==> config.mk <==
export PLATFORM = sky130hd
export DESIGN_NAME = byte_ring_queue
export DESIGN_NICKNAME = d
export VERILOG_FILES = /design/src/rtl/brq_pkg.sv /design/src/rtl/brq_front.sv /design/src/rtl/brq_cmd_queue.sv /design/src/rtl/brq_back.sv /design/src/rtl/byte_ring_queue.sv
export VERILOG_INCLUDE_DIRS = /design/src /design/src/rtl
export SDC_FILE = /design/constraint.sdc
export NUM_CORES = 2
export LEC_CHECK = 0
export ABC_AREA = 1
export BUFFER_PORTS_ARGS = -buffer_cell sky130_fd_sc_hd__buf_2
export CAP_MARGIN = 20
export CORE_MARGIN = 2
export CORE_UTILIZATION = 60
export DETAILED_ROUTE_END_ITERATION = 7
export PLACE_DENSITY = 0.75
export SLEW_MARGIN = 20
export SYNTH_ARGS = -nofsm -noshare
export SYNTH_HDL_FRONTEND = slang
export SYNTH_SLANG_ARGS = --single-unit
==> constraint.sdc <==
create_clock -name aclk -period 20.9 [get_ports aclk]
set_clock_uncertainty 0.2 [all_clocks]
set_input_delay 2.09 -clock aclk [delete_from_list [all_inputs] [get_ports aclk]]
set_output_delay 2.09 -clock aclk [all_outputs]
set_load 0.005 [all_outputs]
==> src/rtl/assert_macros.svh <==
`ifndef ASSERT_MACROS_SVH
`define ASSERT_MACROS_SVH

// same-cycle implication, disabled in reset
`define ASSERT_IMPLY(label, clk, rstn, pre, post, msg) \
    label: assert property (@(posedge clk) disable iff (!rstn) (pre) |-> (post)) \
        else $error(msg);

// next-cycle implication, disabled in reset
`define ASSERT_NEXT(label, clk, rstn, pre, post, msg) \
    label: assert property (@(posedge clk) disable iff (!rstn) (pre) |=> (post)) \
        else $error(msg);

`endif

==> src/rtl/brq_pkg.sv <==
package brq_pkg;

    localparam int OP_W     = 3;
    localparam int DATA_W   = 8;
    localparam int COUNT_W  = 5;
    localparam int STATUS_W = 2;

    localparam logic [OP_W-1:0] OP_APPEND = 3'd0;
    localparam logic [OP_W-1:0] OP_POP    = 3'd1;
    localparam logic [OP_W-1:0] OP_PEEK   = 3'd2;
    localparam logic [OP_W-1:0] OP_REMOVE = 3'd3;
    localparam logic [OP_W-1:0] OP_CLEAR  = 3'd4;

    localparam logic [STATUS_W-1:0] ST_OK    = 2'd0;
    localparam logic [STATUS_W-1:0] ST_FULL  = 2'd1;
    localparam logic [STATUS_W-1:0] ST_SHORT = 2'd2;

    // command queue between front and back
    localparam int CMDQ_DEPTH = 4;

    typedef enum logic [1:0] {
        KIND_WRITE,
        KIND_BURST,
        KIND_SINGLE
    } cmd_kind_t;

endpackage

==> src/rtl/brq_front.sv <==
module brq_front #(
    parameter int  DEPTH     = 256,
    parameter int  MAX_BURST = 16,
    parameter type cmd_t     = logic
) (
    input  logic                         aclk,
    input  logic                         aresetn,
    input  logic                         s_tvalid,
    output logic                         s_tready,
    input  logic [brq_pkg::OP_W-1:0]     s_op,
    input  logic [brq_pkg::DATA_W-1:0]   s_data_in,
    input  logic [brq_pkg::COUNT_W-1:0]  s_count,
    output logic                         cmd_valid,
    input  logic                         cmd_ready,
    output cmd_t                         cmd
);

    localparam int PW = (DEPTH > 1) ? $clog2(DEPTH) : 1;
    localparam int LW = $clog2(DEPTH + 1);
    localparam int MW = $clog2(MAX_BURST + 1);
    localparam int SW = ((PW > MW) ? PW : MW) + 1;

    logic [PW-1:0] head_reg, head_next;
    logic [PW-1:0] tail_reg, tail_next;
    logic [LW-1:0] fill_reg, fill_next;
    logic [LW-1:0] fill_left;
    logic [MW-1:0] n_sat, n_eff;
    logic          short_req;
    logic          accept;

    function automatic logic [PW-1:0] ptr_add(logic [PW-1:0] p, logic [MW-1:0] n);
        logic [SW-1:0] s;
        s = SW'(p) + SW'(n);
        if (s >= SW'(DEPTH)) begin
            s = s - SW'(DEPTH);
        end
        return PW'(s);
    endfunction

    assign s_tready  = cmd_ready;
    assign cmd_valid = s_tvalid;
    assign accept    = s_tvalid && cmd_ready;

    always_comb begin
        head_next = head_reg;
        tail_next = tail_reg;
        fill_next = fill_reg;

        n_sat = (32'(s_count) > MAX_BURST) ? MW'(MAX_BURST) : MW'(s_count);
        if (32'(n_sat) > 32'(fill_reg)) begin
            n_eff     = MW'(fill_reg);
            short_req = 1'b1;
        end else begin
            n_eff     = n_sat;
            short_req = 1'b0;
        end
        fill_left = fill_reg - LW'(n_eff);

        cmd        = '0;
        cmd.kind   = brq_pkg::KIND_SINGLE;
        cmd.addr   = head_reg;
        cmd.wdata  = s_data_in;
        cmd.status = brq_pkg::ST_OK;
        cmd.level  = fill_reg;

        case (s_op)
            brq_pkg::OP_APPEND: begin
                cmd.kind  = brq_pkg::KIND_WRITE;
                cmd.addr  = tail_reg;
                cmd.n     = MW'(1);
                tail_next = ptr_add(tail_reg, MW'(1));
                if (fill_reg == LW'(DEPTH)) begin
                    head_next  = ptr_add(head_reg, MW'(1));
                    cmd.status = brq_pkg::ST_FULL;
                end else begin
                    fill_next = fill_reg + LW'(1);
                    cmd.level = fill_reg + LW'(1);
                end
            end
            brq_pkg::OP_CLEAR: begin
                head_next = '0;
                tail_next = '0;
                fill_next = '0;
                cmd.level = '0;
            end
            brq_pkg::OP_POP, brq_pkg::OP_PEEK, brq_pkg::OP_REMOVE: begin
                cmd.n      = n_eff;
                cmd.status = short_req ? brq_pkg::ST_SHORT : brq_pkg::ST_OK;
                if (s_op != brq_pkg::OP_PEEK) begin
                    head_next = ptr_add(head_reg, n_eff);
                    fill_next = fill_left;
                    cmd.level = fill_left;
                end
                if (s_op != brq_pkg::OP_REMOVE && n_eff != '0) begin
                    cmd.kind = brq_pkg::KIND_BURST;
                end
            end
            default: begin
            end
        endcase
    end

    always_ff @(posedge aclk) begin
        if (!aresetn) begin
            head_reg <= '0;
            tail_reg <= '0;
            fill_reg <= '0;
        end else if (accept) begin
            head_reg <= head_next;
            tail_reg <= tail_next;
            fill_reg <= fill_next;
        end
    end

endmodule

==> src/rtl/brq_cmd_queue.sv <==
module brq_cmd_queue #(
    parameter type cmd_t = logic
) (
    input  logic aclk,
    input  logic aresetn,
    input  logic push_valid,
    output logic push_ready,
    input  cmd_t push_data,
    output logic pop_valid,
    input  logic pop_ready,
    output cmd_t pop_data
);

    localparam int QD  = brq_pkg::CMDQ_DEPTH;
    localparam int QAW = $clog2(QD);
    localparam int QCW = $clog2(QD + 1);

    cmd_t           slot_reg [QD];
    logic [QAW-1:0] wr_ptr_reg;
    logic [QAW-1:0] rd_ptr_reg;
    logic [QCW-1:0] cnt_reg;
    logic           do_push, do_pop;

    assign push_ready = (cnt_reg != QCW'(QD));
    assign pop_valid  = (cnt_reg != '0);
    assign pop_data   = slot_reg[rd_ptr_reg];
    assign do_push    = push_valid && push_ready;
    assign do_pop     = pop_valid && pop_ready;

    always_ff @(posedge aclk) begin
        if (!aresetn) begin
            wr_ptr_reg <= '0;
            rd_ptr_reg <= '0;
            cnt_reg    <= '0;
        end else begin
            if (do_push) begin
                wr_ptr_reg <= (wr_ptr_reg == QAW'(QD - 1)) ? '0 : wr_ptr_reg + QAW'(1);
            end
            if (do_pop) begin
                rd_ptr_reg <= (rd_ptr_reg == QAW'(QD - 1)) ? '0 : rd_ptr_reg + QAW'(1);
            end
            if (do_push && !do_pop) begin
                cnt_reg <= cnt_reg + QCW'(1);
            end else if (do_pop && !do_push) begin
                cnt_reg <= cnt_reg - QCW'(1);
            end
        end
    end

    always_ff @(posedge aclk) begin
        if (do_push) begin
            slot_reg[wr_ptr_reg] <= push_data;
        end
    end

endmodule

==> src/rtl/brq_back.sv <==
`include "assert_macros.svh"

module brq_back #(
    parameter int  DEPTH     = 256,
    parameter int  MAX_BURST = 16,
    parameter type cmd_t     = logic
) (
    input  logic                                aclk,
    input  logic                                aresetn,
    input  logic                                cmd_valid,
    output logic                                cmd_ready,
    input  cmd_t                                cmd,
    output logic                                m_tvalid,
    input  logic                                m_tready,
    output logic [brq_pkg::DATA_W-1:0]          m_data_out,
    output logic [brq_pkg::STATUS_W-1:0]        m_status,
    output logic [$clog2(MAX_BURST + 1)-1:0]    m_moved,
    output logic [$clog2(DEPTH + 1)-1:0]        m_level,
    output logic                                m_tlast
);

    localparam int PW = (DEPTH > 1) ? $clog2(DEPTH) : 1;
    localparam int LW = $clog2(DEPTH + 1);
    localparam int MW = $clog2(MAX_BURST + 1);

    logic [brq_pkg::DATA_W-1:0]   mem [DEPTH];
    logic [brq_pkg::DATA_W-1:0]   rd_data_reg;
    logic [PW-1:0]                addr_reg;
    logic [PW-1:0]                addr_cur;
    logic [MW-1:0]                idx_reg;
    logic                         m_valid_reg;
    logic                         burst_reg;
    logic                         last_reg;
    logic [brq_pkg::STATUS_W-1:0] status_reg;
    logic [MW-1:0]                moved_reg;
    logic [LW-1:0]                level_reg;
    logic                         adv;
    logic                         last_now;
    logic                         is_burst;

    assign adv       = !m_valid_reg || m_tready;
    assign is_burst  = (cmd.kind == brq_pkg::KIND_BURST);
    assign addr_cur  = (idx_reg == '0) ? cmd.addr : addr_reg;
    assign last_now  = !is_burst || (32'(idx_reg) + 1 == 32'(cmd.n));
    assign cmd_ready = adv && last_now;

    assign m_tvalid   = m_valid_reg;
    assign m_data_out = burst_reg ? rd_data_reg : '0;
    assign m_status   = status_reg;
    assign m_moved    = moved_reg;
    assign m_level    = level_reg;
    assign m_tlast    = last_reg;

    always_ff @(posedge aclk) begin
        if (!aresetn) begin
            m_valid_reg <= 1'b0;
            idx_reg     <= '0;
        end else if (adv) begin
            m_valid_reg <= cmd_valid;
            if (cmd_valid) begin
                burst_reg  <= is_burst;
                last_reg   <= last_now;
                status_reg <= cmd.status;
                moved_reg  <= cmd.n;
                level_reg  <= cmd.level;
                if (last_now) begin
                    idx_reg <= '0;
                end else begin
                    idx_reg  <= idx_reg + MW'(1);
                    addr_reg <= (addr_cur == PW'(DEPTH - 1)) ? '0 : addr_cur + PW'(1);
                end
            end
        end
    end

    always_ff @(posedge aclk) begin
        if (adv && cmd_valid && cmd.kind == brq_pkg::KIND_WRITE) begin
            mem[cmd.addr] <= cmd.wdata;
        end
        if (adv && cmd_valid && is_burst) begin
            rd_data_reg <= mem[addr_cur];
        end
    end

    `ASSERT_NEXT(a_burst_holds_cmd, aclk, aresetn, adv && cmd_valid && !last_now, cmd_valid && is_burst, "burst command left the queue early")
    `ASSERT_NEXT(a_last_resets_idx, aclk, aresetn, adv && cmd_valid && last_now, idx_reg == '0, "burst index not cleared after last item")
    `ASSERT_IMPLY(a_multi_only_burst, aclk, aresetn, m_valid_reg && !m_tlast, burst_reg, "non-final item from a single-result command")

endmodule

==> src/rtl/byte_ring_queue.sv <==
// Circular byte queue with overwrite-oldest append, driven by one operation per
// input item (append, pop, peek, remove, clear). The front end accepts one item
// per cycle while its four-entry command queue has room; append, remove, clear and
// unknown codes give one result, pop and peek give n results (n = clipped count,
// one result when n is zero), one byte per cycle while the output is not stalled,
// from the single read port of the byte store. The first result of an item passes
// through the command queue and then the output register. The byte store has no
// reset; only the pointers, counters and valid flags are cleared, so the block is
// usable straight out of reset.
module byte_ring_queue #(
    parameter int DEPTH     = 256,
    parameter int MAX_BURST = 16
) (
    input  logic                            aclk,
    input  logic                            aresetn,
    input  logic                            s_tvalid,
    output logic                            s_tready,
    // op[2:0], data_in[10:3], count[15:11]
    input  logic [15:0]                     s_tdata,
    output logic                            m_tvalid,
    input  logic                            m_tready,
    // data_out, status, moved, level (from bit 0 up), zero padded to bytes
    output logic [((10 + $clog2(MAX_BURST + 1) + $clog2(DEPTH + 1) + 7) / 8) * 8 - 1:0]
                                            m_tdata,
    output logic                            m_tlast
);

    localparam int PW  = (DEPTH > 1) ? $clog2(DEPTH) : 1;
    localparam int LW  = $clog2(DEPTH + 1);
    localparam int MW  = $clog2(MAX_BURST + 1);
    localparam int UW  = brq_pkg::DATA_W + brq_pkg::STATUS_W + MW + LW;
    localparam int TDW = ((UW + 7) / 8) * 8;

    typedef struct packed {
        brq_pkg::cmd_kind_t           kind;
        logic [PW-1:0]                addr;
        logic [brq_pkg::DATA_W-1:0]   wdata;
        logic [MW-1:0]                n;
        logic [brq_pkg::STATUS_W-1:0] status;
        logic [LW-1:0]                level;
    } cmd_t;

    cmd_t                         f_cmd, b_cmd;
    logic                         f_valid, f_ready;
    logic                         b_valid, b_ready;
    logic [brq_pkg::DATA_W-1:0]   data_out;
    logic [brq_pkg::STATUS_W-1:0] status;
    logic [MW-1:0]                moved;
    logic [LW-1:0]                level;

    brq_front #(
        .DEPTH     (DEPTH),
        .MAX_BURST (MAX_BURST),
        .cmd_t     (cmd_t)
    ) u_front (
        .aclk      (aclk),
        .aresetn   (aresetn),
        .s_tvalid  (s_tvalid),
        .s_tready  (s_tready),
        .s_op      (s_tdata[2:0]),
        .s_data_in (s_tdata[10:3]),
        .s_count   (s_tdata[15:11]),
        .cmd_valid (f_valid),
        .cmd_ready (f_ready),
        .cmd       (f_cmd)
    );

    brq_cmd_queue #(
        .cmd_t (cmd_t)
    ) u_queue (
        .aclk       (aclk),
        .aresetn    (aresetn),
        .push_valid (f_valid),
        .push_ready (f_ready),
        .push_data  (f_cmd),
        .pop_valid  (b_valid),
        .pop_ready  (b_ready),
        .pop_data   (b_cmd)
    );

    brq_back #(
        .DEPTH     (DEPTH),
        .MAX_BURST (MAX_BURST),
        .cmd_t     (cmd_t)
    ) u_back (
        .aclk       (aclk),
        .aresetn    (aresetn),
        .cmd_valid  (b_valid),
        .cmd_ready  (b_ready),
        .cmd        (b_cmd),
        .m_tvalid   (m_tvalid),
        .m_tready   (m_tready),
        .m_data_out (data_out),
        .m_status   (status),
        .m_moved    (moved),
        .m_level    (level),
        .m_tlast    (m_tlast)
    );

    assign m_tdata = TDW'({level, moved, status, data_out});

endmodule
# Word level (Yosys, flattened, before mapping)
# Memory sizes are Yosys's and may differ from the RTL's. A register that Yosys moved wholly into a read port is not among the register bits.
# Cells that the tools add are included.
dict set report totals {
  regBits 64
  latch_bits 0
  ram_bits 2184
  rom_bits 0
  memories 2
}
dict set report op_classes {
  n_addsub 15
  mul 0
  div 0
  n_lt_le_gt_ge 5
  eq_ne 15
  n_shift 0
  muxes 32
  n_bitwise 1
  n_reduce_logical 29
}
# name words word_bits rd rd_clocked_by_memory_dff write_ports line
set mem_list {}
lappend mem_list {u_back.mem 256 8 1 1 1 brq_back.sv:26} ;# logic [brq_pkg::DATA_W-1:0] mem [DEPTH];
lappend mem_list {u_queue.slot_reg 4 34 1 1 1 brq_cmd_queue.sv:18} ;# cmd_t slot_reg [QD];
# operator count
set ops {}
lappend ops {{two-way mux 8 bit} 8}
lappend ops {{equality test 32 x 5 -> 1 bit} 1}
lappend ops {{>= comparator 9 bit (second input constant)} 3}
lappend ops {{one-hot mux 9 bit (3 select lines)} 1}
lappend ops {{one-hot mux 8 bit (3 select lines)} 1}
lappend ops {{subtractor 8 x 1 -> 8 bit (second input constant)} 3}
lappend ops {{adder 8 x 1 -> 9 bit (second input constant)} 2}
lappend ops {{two-way mux 9 bit} 2}
lappend ops {{one-hot mux 8 bit (2 select lines)} 1}
lappend ops {{two-way mux 5 bit} 3}
lappend ops {{one-hot mux 7 bit (2 select lines)} 1}
lappend ops {{two-way mux 2 bit} 6}
lappend ops {{adder 8 x 5 -> 9 bit} 1}
lappend ops {{adder 9 x 1 -> 9 bit (second input constant)} 1}
lappend ops {{equality test 9 bit (second input constant)} 1}
lappend ops {{> comparator 5 x 9 -> 1 bit} 1}
lappend ops {{logical AND 1 bit} 9}
lappend ops {{subtractor 9 x 5 -> 9 bit} 1}
lappend ops {{adder 8 x 1 -> 8 bit (second input constant)} 1}
lappend ops {{equality test 8 bit (second input constant)} 1}
lappend ops {{AND reduction 4 bit} 2}
lappend ops {{adder 5 x 1 -> 6 bit (second input constant)} 1}
lappend ops {{equality test 3 x 2 -> 1 bit (second input constant)} 2}
lappend ops {{two-way mux 1 bit} 6}
lappend ops {{other kinds (26)} 38}

# Depth between registers and ports, before layout
dict set report depth {
  depth_word 9
  depth_mapped 28
  ltp_nobuf 27
}

# Modules after synthesis
# From an unflattened synthesis, not the netlist that was laid out.
dict set report hier_totals {
  hier_cells 9349
  hier_area_um2 97896.4
}
# mod n_inst cells_each area_each_um2 seq_area_each_um2
set modules_own_cells {}
lappend modules_own_cells {brq_back 1 8557 89774.9 62640.1}
lappend modules_own_cells {brq_cmd_queue 1 399 5738.0 4264.1}
lappend modules_own_cells {brq_front 1 393 2383.5 500.5}

# Least setup slack after synthesis
# OpenSTA, ideal clock, no wires.
dict set report synth_path {
  kind {flip-flop to flip-flop}
  from {register with a tool-made name}
  to {memory u_back.mem[0][7] (netlist bit), data pin}
  setup_time_ps 1586
  arrival_time_ps 8419
  required_ps 19114
  setup_slack_ps 10694
  stages_incl_launch_ff 10
  path_buffers 6
  synth_period_minus_slack_ps 10206
  cell_sequence {dfxtp_1 > buf_6 > inv_4 > buf_6 > buf_4 > buf_4 > clkbuf_1 > clkbuf_1 > o21ai_0 > o22ai_1}
}
# element line
set synth_lines {}
lappend synth_lines {{end: declaration} brq_back.sv:26}

==> flow_summary.ini <==
[timing]
drv_slew = 0
worstMarginPinSlew_ns = 1.24
setup_viol = 0
min_period_ns = 7.62
finalCritPeriodShare_pct = 36.5
finalSetupTns_ns = 0
max_freq_ghz = 0.131
rsz0062_at_grt = no
hold_viol = 0
relSlewSlack_pct = 16.7

[setup_path]
path_buf_inv = 5
crit_fanout = 157
crit_top_cell = nand3_1
cp_cell_sequence = buf_4, inv_4, nand2_1, nand3_2, nand3_4, nand2_8, buf_4, buf_4, buf_4, nand2_1, nand3_1, nand3_1, nand3_1, nand3_1, nand3_1, nand2_1, nand3_1, nand2_1
r2r-end = u_back.rd_data_reg[1]$_DFFE_PP_
cp-start-kind = flop
cp.required_ns = 21.33
reg2reg_depth = 18
crit_type = flop to flop
max_stage_delay_ns = 1.08
cpMaxStageDelayCell = nand2_8
cp_top_family = buffers and inverters
cp-end-kind = flop
arrival_ns = 8.06
r2r_slack_ns = 13.28

[clock_tree]
cts_buffer_depth = 3
cts_made_buffers = 217
clkTransAtPathRegs_ns = 0.06
clkLatencyLatePin_ns = 0.89
cts_tree = yes
postCtsSetupBuffers = 0
cts_resized = 0
clkSinkCount = 2258
h-tree-depth = 4
cts-root-buf = clkbuf_16
cts.hold.buffers_added = 0

[global_route]
use_met2_pct = 48.9
grt_util_met3_pct = 5.95
busiest_layer = met2
overflow = 0
grt_pass1_wl_mm = 398
grt_usage_pct = 31.3
grt.met1_usage_pct = 42.3
antenna_found_initial = 7
grt_max_degree = 252
grt_pass1_vias = 65700

[min_path]
hp-class = flop to flop
worstHoldStart = u_queue.cnt_reg[2]$_SDFFE_PN0P_
whs_endpoint = u_queue.cnt_reg[2]$_SDFFE_PN0P_
whs_path_depth = 2

[outcome]
outcome = complete, no violations

[synthesis]
synth_xor_area_share_pct = 0.0973
synthTopCellsByArea = edfxtp_1 67%, nand2_1 8.5%, nand3_1 8.3%
synthAdderAreaFrac_pct = 0.369
ys_seq_area_share_pct = 68.0
netlist.top_cell.by_area = edfxtp_1
syn-instance-count = 9342
async_reset_ff_share_pct = 0
yosys_warnings = 0
yosysUniqueCellTypes = 52
synth_top_area_share_pct = 67.2
synth_seq_cells = 2258
synth.avg_cell_area_um2 = 10.6
synth_top_family_by_area = simple AND/OR/NAND/NOR gates
yosys.area_share.simple_pct = 20.2
muxShareOfSynthArea_pct = 0
synthFlopType = edfxtp_1
synth_area_mm2 = 0.0991
synthesis.nets = 9390
synth_compound_area_share_pct = 2.78
synth_edf_count = 2218

[route]
vias = 68400
antenna_left = 0
first_pass_iters = 6
route.detailed.drc = 0
wire_per_inst_um = 23.0
drt_iter0_markers = 9557
drt_wl_total_mm = 266
avgViaCountPerCell = 5.93

[layout]
largest_reg_flops = 2048
fill_cells = 12200
nNetsFinal = 9223
final-seq-area_mm2 = 0.0674
areaGrowthSynthToFinish_pct = 8.24
multiInputGateArea_mm2 = 0.0235
layout-drive-gt1-share_pct = 5.58

[placed_design]
gp_congestion = 0.909
hpwl_mm = 148
port_buffers = 46

[floorplanning]
die_x_um = 410
dieArea_mm2 = 0.168
die_h_um = 410
initial_utilization_pct = 60.2
core-area_mm2 = 0.164
core.rowCount = 149
io_pins = 47

[flow_run]
max-cap-violations = 0
-- cells in the final DEF (no fill, tap or decap), types with 74 or more instances in the layout --
cell type	n
a21oi_1	149
inv_1	1434
clkbuf_16	217
buf_4	84
nand3b_1	143
nand3_1	1652
edfxtp_1	2218
nor2_1	449
o211ai_1	74
nand2_1	2248
o21ai_0	119
o21ai_1	93
-- cells in the mapped netlist, types with 3 or more instances --
cell         n
xor2_1       8
nand3_2     11
o21ai_1     91
nor2_2       3
inv_1     1434
nand2_1   2251
inv_2       14
nand3b_1   143
o21ai_0    121
nor2_1     455
ha_1        26
o211ai_1    74
nand2_2      8
buf_2      341
a21oi_1    149
o21bai_1     3
nor4_1       4
dfxtp_1     40
nand3_1   1652
o21ai_2      3
nand4_1     14
o22ai_1     22
xnor2_1      3
a32o_1       3
buf_6       22
buf_4       93
buf_1        3
clkbuf_1    72
nor3b_1      5
edfxtp_1  2218
nand2_4      5
nor3_1      20
-- kinds of logic after synthesis --
kind of cell | Yosys count
adder cells (fa/ha/maj) | 28
XOR/XNOR | 11
buffers and inverters | 1983
AND/OR/NAND/NOR | 4577
AO/OA/AOI/OAI | 485
flip-flops | 2258
-- worst max-delay path by stage --
stage / cells after the start / to / slack, ns
after floorplan: 9 / u_back.mem[0][7]$_DFFE_PP_ / 10.69
after global placement: 18 / u_back.rd_data_reg[1]$_DFFE_PP_ / 13.63
after detailed placement: 18 / u_back.rd_data_reg[1]$_DFFE_PP_ / 13.50
after CTS: 18 / u_back.rd_data_reg[1]$_DFFE_PP_ / 13.47
after global routing: 18 / u_back.rd_data_reg[5]$_DFFE_PP_ / 12.84
final: 18 / u_back.rd_data_reg[1]$_DFFE_PP_ / 13.28
-- through the flow --
step                      util [%]  hold slack, ns  instances  setup slack, ns  area, µm²
final                         65.2           0.286      11500            13.28     107000
after global routing          65.2           0.317      11500            12.84     107000
after CTS                     65.2           0.286      11500            13.47     107000
after detailed placement      60.9           0.278      11100            13.50     100000
after global placement        60.9           0.262      11100            13.63     100000
after floorplan                  -           0.243       9342            10.69      99100
-- cell type report --
type                            count  area share [%]
Inverter                         1452            5.10
Clock inverter                    136            1.26
Clock buffer                      263            5.23
Multi-Input combinational cell   5101            21.9
Antenna cell                        2         0.00467
Tap cell                         2189            2.55
Sequential cell                  2258            62.9
Timing Repair Buffer              145            1.07
-- metal layers --
metal  part of all wire (%)  up-vias
met3                     11      732
met4                    5.3        6
met1                     38    32700
met5                  0.013        -
met2                     46     4156
li1                       -    30800
-- worst min-delay path, cell delays in order, from the launching register on --
cell	delay, ns
dfxtp_1	0.32
inv_1	0.07
a21oi_1	0.05
Power is left out: the tool's default activity adds up to more than one toggle a clock period on the data nets, which glitch-free logic cannot reach.
